[src/sv/lzss_pkg.sv]
package lzss_pkg;

    localparam int WINDOW_DEPTH = 4096;
    localparam int WIN_AW       = $clog2(WINDOW_DEPTH);
    localparam int PROD_W       = 32;
    localparam int COPY_W       = 5;

    // result kinds
    localparam logic [1:0] KIND_DATA   = 2'd0;
    localparam logic [1:0] KIND_BADREF = 2'd1;
    localparam logic [1:0] KIND_LIMIT  = 2'd2;

    // output source select
    localparam logic [1:0] SEL_IN     = 2'd0;
    localparam logic [1:0] SEL_MEM    = 2'd1;
    localparam logic [1:0] SEL_LIMIT  = 2'd2;
    localparam logic [1:0] SEL_BADREF = 2'd3;

    typedef struct packed {
        logic       ready;
        logic       save_tag;
        logic       load_count;
        logic       dec_count;
        logic       copy_start;
        logic       copy_step;
        logic       out_load;
        logic [1:0] out_sel;
        logic       out_last;
        logic       clear;
    } lzss_cmd_t;

    typedef struct packed {
        logic in_zero;
        logic limit_hit;
        logic dist_bad;
        logic lit_last;
        logic copy_last;
        logic out_free;
    } lzss_sts_t;

endpackage

[src/sv/lzss_ctrl.sv]
module lzss_ctrl
    import lzss_pkg::*;
(
    input  logic      clk,
    input  logic      rst_n,
    input  logic      in_valid,
    input  logic      in_end,
    input  lzss_sts_t sts,
    output lzss_cmd_t cmd
);

    localparam logic [2:0] S_TAG    = 3'd0;
    localparam logic [2:0] S_COUNT  = 3'd1;
    localparam logic [2:0] S_LIT    = 3'd2;
    localparam logic [2:0] S_OFFSET = 3'd3;
    localparam logic [2:0] S_COPY   = 3'd4;
    localparam logic [2:0] S_HALT   = 3'd5;

    logic [2:0] state_reg;
    logic [2:0] state_next;
    logic       end_reg;
    logic       end_next;
    logic       ready;
    logic       accept;

    assign ready  = (state_reg != S_COPY) && sts.out_free;
    assign accept = in_valid && ready;

    always_comb
    begin
        cmd        = '0;
        cmd.ready  = ready;
        state_next = state_reg;
        end_next   = end_reg;
        unique case (state_reg)
            S_COPY:
            begin
                if (sts.out_free)
                begin
                    if (sts.limit_hit)
                    begin
                        cmd.out_load = 1'b1;
                        cmd.out_sel  = SEL_LIMIT;
                        cmd.out_last = 1'b1;
                        state_next   = end_reg ? S_TAG : S_HALT;
                        cmd.clear    = end_reg;
                    end
                    else
                    begin
                        cmd.out_load = 1'b1;
                        cmd.out_sel  = SEL_MEM;
                        cmd.out_last = sts.copy_last;
                        if (sts.copy_last)
                        begin
                            state_next = S_TAG;
                            cmd.clear  = end_reg;
                        end
                        else
                        begin
                            cmd.copy_step = 1'b1;
                        end
                    end
                end
            end
            S_HALT:
            begin
                if (accept && in_end)
                begin
                    cmd.clear  = 1'b1;
                    state_next = S_TAG;
                end
            end
            S_TAG, S_COUNT, S_LIT, S_OFFSET:
            begin
                if (accept)
                begin
                    if (sts.limit_hit)
                    begin
                        cmd.out_load = 1'b1;
                        cmd.out_sel  = SEL_LIMIT;
                        cmd.out_last = 1'b1;
                        state_next   = S_HALT;
                    end
                    else if (state_reg == S_TAG)
                    begin
                        cmd.save_tag = 1'b1;
                        state_next   = sts.in_zero ? S_COUNT : S_OFFSET;
                    end
                    else if (state_reg == S_COUNT)
                    begin
                        cmd.load_count = 1'b1;
                        state_next     = sts.in_zero ? S_TAG : S_LIT;
                    end
                    else if (state_reg == S_LIT)
                    begin
                        cmd.out_load  = 1'b1;
                        cmd.out_sel   = SEL_IN;
                        cmd.out_last  = 1'b1;
                        cmd.dec_count = 1'b1;
                        state_next    = sts.lit_last ? S_TAG : S_LIT;
                    end
                    else if (sts.dist_bad)
                    begin
                        cmd.out_load = 1'b1;
                        cmd.out_sel  = SEL_BADREF;
                        cmd.out_last = 1'b1;
                        state_next   = S_HALT;
                    end
                    else
                    begin
                        cmd.copy_start = 1'b1;
                        end_next       = in_end;
                        state_next     = S_COPY;
                    end
                    // end of stream, unless a copy still has to run
                    if (in_end && !cmd.copy_start)
                    begin
                        cmd.clear  = 1'b1;
                        state_next = S_TAG;
                    end
                end
            end
            default:
            begin
                state_next = S_TAG;
            end
        endcase
    end

    always_ff @(posedge clk or negedge rst_n)
    begin
        if (!rst_n)
        begin
            state_reg <= S_TAG;
            end_reg   <= 1'b0;
        end
        else
        begin
            state_reg <= state_next;
            end_reg   <= end_next;
        end
    end

endmodule

[config.mk]
export PLATFORM = sky130hd
export DESIGN_NAME = lzss_ctrl
export DESIGN_NICKNAME = d
export VERILOG_FILES = /design/src/sv/lzss_pkg.sv /design/src/sv/lzss_ctrl.sv
export SDC_FILE = /design/constraint.sdc
export NUM_CORES = 1
export LEC_CHECK = 0
export BUFFER_PORTS_ARGS = -buffer_cell sky130_fd_sc_hd__buf_2
export CAP_MARGIN = 15
export CORE_MARGIN = 5
export CORE_UTILIZATION = 30
export DETAILED_ROUTE_END_ITERATION = 10
export MAX_ROUTING_LAYER = met4
export PLACE_DENSITY = 0.52
export SLEW_MARGIN = 20
export SYNTH_ARGS = -nofsm -noshare
export SYNTH_HDL_FRONTEND = slang
export SYNTH_SLANG_ARGS = --single-unit
[constraint.sdc]
create_clock -name clk -period 1.7 [get_ports clk]
set_clock_uncertainty 0.2 [all_clocks]
set_input_delay 0.085 -clock clk [delete_from_list [all_inputs] [get_ports clk]]
set_output_delay 0.085 -clock clk [all_outputs]
set_load 0.02 [all_outputs]
; Word-level counts from Yosys, hierarchy flattened
; Index checks and enable logic that the tools add are counted.
[classes]
bitwise = 5
mux = 44
n_eq_ne = 10
reduce_logical = 9
[op_table]
columns = operator, count
row1 = two-way mux 4 bit, 11
row2 = two-way mux 3 bit, 12
row3 = two-way mux 1 bit, 12
row4 = one-hot mux 3 bit (3 select lines), 1
row5 = two-way mux 2 bit, 4
row6 = one-hot mux 4 bit (2 select lines), 1
row7 = AND reduction 7 bit, 1
row8 = "== test 3 x 2 -> 1 bit, second input constant", 2
row9 = "== test 3 bit, second input constant", 2
row10 = two-way mux 6 bit, 1
row11 = "!= test 2 bit, second input constant", 3
row12 = "!= test 3 bit, second input constant", 2
row13 = two-way mux 5 bit, 1
row14 = NOT 1 bit, 5
row15 = logical AND 1 bit, 4
row16 = AND reduction 4 bit, 1
row17 = OR reduction 4 bit, 1
row18 = "== test 3 x 1 -> 1 bit, second input constant", 1
row19 = logical NOT 3 bit, 1
row20 = one-hot mux 1 bit (3 select lines), 1
row21 = logical NOT 1 bit, 1
[word_totals]
output_inout_bits = 11
wordCells = 70
ff_bits = 4

; Depth between registers and ports, before layout
[depth]
word_depth = 12
ltp_mapped = 5
ltp_nobuf = 4

; Worst setup path before layout
; OpenSTA, ideal clock, no wires.
[synth_timing]
kind = flip-flop to flip-flop
startpoint = reg state_reg[2]
endpoint = reg end_reg
arrival_ns = 1.384
t_required_ns = 1.373
synth_period_minus_slack_ns = 1.711
n_path_buf = 0
path_slack_ns = -0.011
stages_incl_launch_ff = 5
path_cell_list = dfrtp_1 -> nor2b_4 -> nand2_4 -> nor4_4 -> mux2_1
[synth_via]
elab_chain_cells = 4
elab_cells_between_ends = 12
classes_between = eq/ne: 4 / bitwise: 3 / reduce/logical: 5
[synth_rtl]
columns = element, line_no
row1 = from (decl), lzss_ctrl.sv:19  ; logic [2:0] state_reg;
row2 = from (signal assigned), lzss_ctrl.sv:139  ; state_reg <= state_next;
row3 = != test 3 bit, lzss_ctrl.sv:26  ; assign ready = (state_reg != S_COPY) && sts.out_free;
row4 = logical AND 1 bit, lzss_ctrl.sv:26
row5 = logical AND 1 bit, lzss_ctrl.sv:27  ; assign accept = in_valid && ready;
row6 = AND reduction 7 bit (no line) (*), -
row7 = to (signal assigned), lzss_ctrl.sv:140  ; end_reg <= end_next;
row8 = to (decl), lzss_ctrl.sv:21  ; logic end_reg;
; Every way passes the cells marked *; elsewhere a longest branch is shown, timed or not.
; A chain may end at the register's enable or synchronous reset.

==> results.yml <==
yosys:
  synthCells: 72
  syn_area_um2: 555.5
  ys_warn_count: 0
  postSynthAreaPerCell_um2: 7.716
  yosysTopAreaCell: "dfrtp_1"
  synth_top_area_share_pct: 18.02
  ys.flop_type: "dfrtp_1"
  synth_fp_nets: 82
  ys_ff_latch: 4
  ys_seq_area_share_pct: 18.02
  synth_edf_count: 0
  synthTopCellsByArea: "dfrtp_1, a21oi_1, o21ai_0"
  synth_async_sr_flop_share_pct: 100.0
  synth.distinct_cells: 35
status:
  status: "complete, no violations"
timing:
  drv_slew: 0
  finalHoldViolations: 0
  rsz0062_at_grt: "yes"
  setup_viol: 0
  fmax_ghz: 0.5943
  finalCriticalPeriod_ns: 1.683
  finalCritPeriodShare_pct: 98.97
  relSlewSlack_pct: 81.61
  tightest_slew_ns: 0.2759
route:
  final_antenna_net_count: 0
  drtPass1Iterations: 4
  via_per_inst: 5.195
  wl_per_cell_um: 13.54
  vias: 665
  wl_um: 1733
  drtIter0Drc: 9
  drc: 0
placed_design:
  post_dp_cell_area_um2: 685.7
  routabilityCongestion: 0.8046
  hpwl_um: 1240
  io_buffer_count: 20
die:
  die_w_um: 53.03
  start_util_pct: 31.83
  io_pins: 21
  core_um2: 1745
  placementRows: 15
  die_area_um2: 2812
  dieHeight_um: 53.03
global_route:
  grt_pass1_vias: 677
  grt_max_degree: 16
  use_met2_pct: 21.90
  gr-total-overflow: 0
  antenna_found_initial: 0
  grtUsageTotal_pct: 14.36
  use_met1_pct: 18.31
  grt_pass1_wl_um: 2939
  gr-usage-met3_pct: 1.972
  busiest_layer: "met2"
worst_setup_path:
  cp.arrival_ns: 1.40
  max_stage_delay_ns: 0.44
  crit_slowest_cell: "dfrtp_2"
  path_cells: "buf_6, nand3_4, nand2_1, a221o_1, buf_6"
  critPathMaxFanout: 5
  path_delay_family: "flip-flops"
  crit_type: "reg -> out"
  crit_buf_inv: 2
  required_ns: 1.41
  cp_common_cell: "buf_6"
  crit_path_end_kind: "primary output"
  start_kind: "register"
finish:
  multi_input_area_um2: 452.9
  postLayoutCoreUtil_pct: 49.25
  final_nets: 115
  final_cell_area_um2: 859.6
  fillCellCount: 181
  drive_gt1_share_pct: 52.43
  largest_reg_flops: 3
  regArea_um2: 103.9
  diodes: 0
  syn2layout_area_growth_pct: 54.73
power:
  fin_total_pwr_w: 0.0008735
  p_leak_nw: 0.3866
  switchingPower_w: 0.0003914
  power_density_nw_per_um2: 1016
  intPower_w: 0.0004821
  seq_power_share_pct: 23.7
  peakVddDrop_mv: 0.4632
  sw_frac_of_total_pct: 44.81
  pwr-share-clk_pct: 12.8
  combPwrFrac_pct: 63.5
cts:
  tritoncts: "yes"
  clkSlewWorstSetupHoldPaths_ns: 0.03
  cts.sinks: 4
  insertion_delay_ns: 0.23
  cts.path.max_buffers: 2
  h-tree-depth: 1
  numCtsBuffers: 3
  clock-root-buffer: "clkbuf_4"
job:
  cap_violations: 0
hold_path:
  hp-class: "in -> reg"
==> kinds of logic (layout without fill, tap and decap cells) <==
kind of cell | Yosys count | after routing | share of synthesized area [%]
AOI/OAI and AO/OA | 24 | 24 | 26.13
and+or+nand+nor | 35 | 35 | 42.12
buffers and inverters | 7 | 38 | 9.008
DFF | 4 | 4 | 18.02
muxes | 2 | 2 | 4.729
==> final cells by class <==
class	count	area share, %
timing repair buffer	34	28.53
clock buffer	3	2.620
sequential	4	12.08
tap	25	3.639
multi-input combinational	61	52.69
inverter	1	0.4367
==> worst paths after layout <==
path / slack, ns / start / cells past startpoint / endpoint
setup / recovery: 0.02 / state_reg[2] / 5 / cmd[1]
max in group asynchronous: 0.57 / rst_n / 3 / state_reg[0]
hold reg to reg: 0.38 / end_reg / 1 / end_reg
min in group asynchronous: 0.55 / rst_n / 3 / end_reg
hold / removal: 0.05 / sts[0] / 3 / state_reg[2]
setup reg to reg: 0.02 / state_reg[1] / 6 / state_reg[1]
==> synth_stat cells (all sizes together) (2+ instances only) <==
cell type  count
o21ai         11
mux2           2
buf            6
dfrtp          4
nor3           2
nand3          3
nor3b          2
and3           2
nor2b          3
nand2b         4
a21oi          6
o22ai          2
nand2          6
nor2           8
==> power groups by stage <==
stage / clock (W) / sequential, W / combinational [W]
3_3_place_gp: 0 / 0.000209 / 0.000413
6_report: 0.000111 / 0.000207 / 0.000555
5_1_grt: 0.000124 / 0.000214 / 0.000599
2_1_floorplan: 0 / 0.000162 / 0.000322
4_1_cts: 0.000116 / 0.000194 / 0.000512
3_5_place_dp: 0 / 0.000212 / 0.000408
==> metrics by stage <==
step | cells | setup TNS, ns | hold WS (ns) | setup WS, ns
CTS | 128 | 0 | 0.04838 | 0.0003108
detailed placement | 117 | -0.08399 | -0.3063 | -0.05698
floorplan | 72 | -0.01144 | -0.4106 | -0.01144
global route | 128 | -0.2287 | 0.07536 | -0.03765
global placement | 117 | -0.04838 | -0.3034 | -0.04714
finish | 128 | 0 | 0.04724 | 0.01749
==> routing by layer <==
| metal | wire, um | share of wire [%] |
|---|---|---|
| met2 | 809 | 47 |
| met1 | 818 | 47 |
| met4 | 13 | 0.75 |
| met3 | 92 | 5.3 |
| met5 | 0 | 0 |
==> tightest hold or removal path, stage by stage <==
cell and delay (ns):
buf_2 0.18, nand2_1 0.10, o21ai_2 0.07
==> repair_timing <==
item | in CTS | in global routing
endpoints found under the setup margin | 8 | 11
pin swaps | 2 | 3
resized for setup | 8 | 16
hold buffers | 4 | 0
setup buffers | 4 | 0
hold endpoints to repair | 6 | 0
==> placed cells by master, fill, tap and decap left out, drive strengths merged, types with 3 or more instances in the layout <==
cell type / n
a21oi: 6
buf: 30
clkbuf: 3
dfrtp: 4
dlygate4sd3: 4
nand2: 6
nand2b: 4
nand3: 3
nor2: 8
nor2b: 3
o21ai: 11
Note: power is estimated with default switching activity, not from simulation.
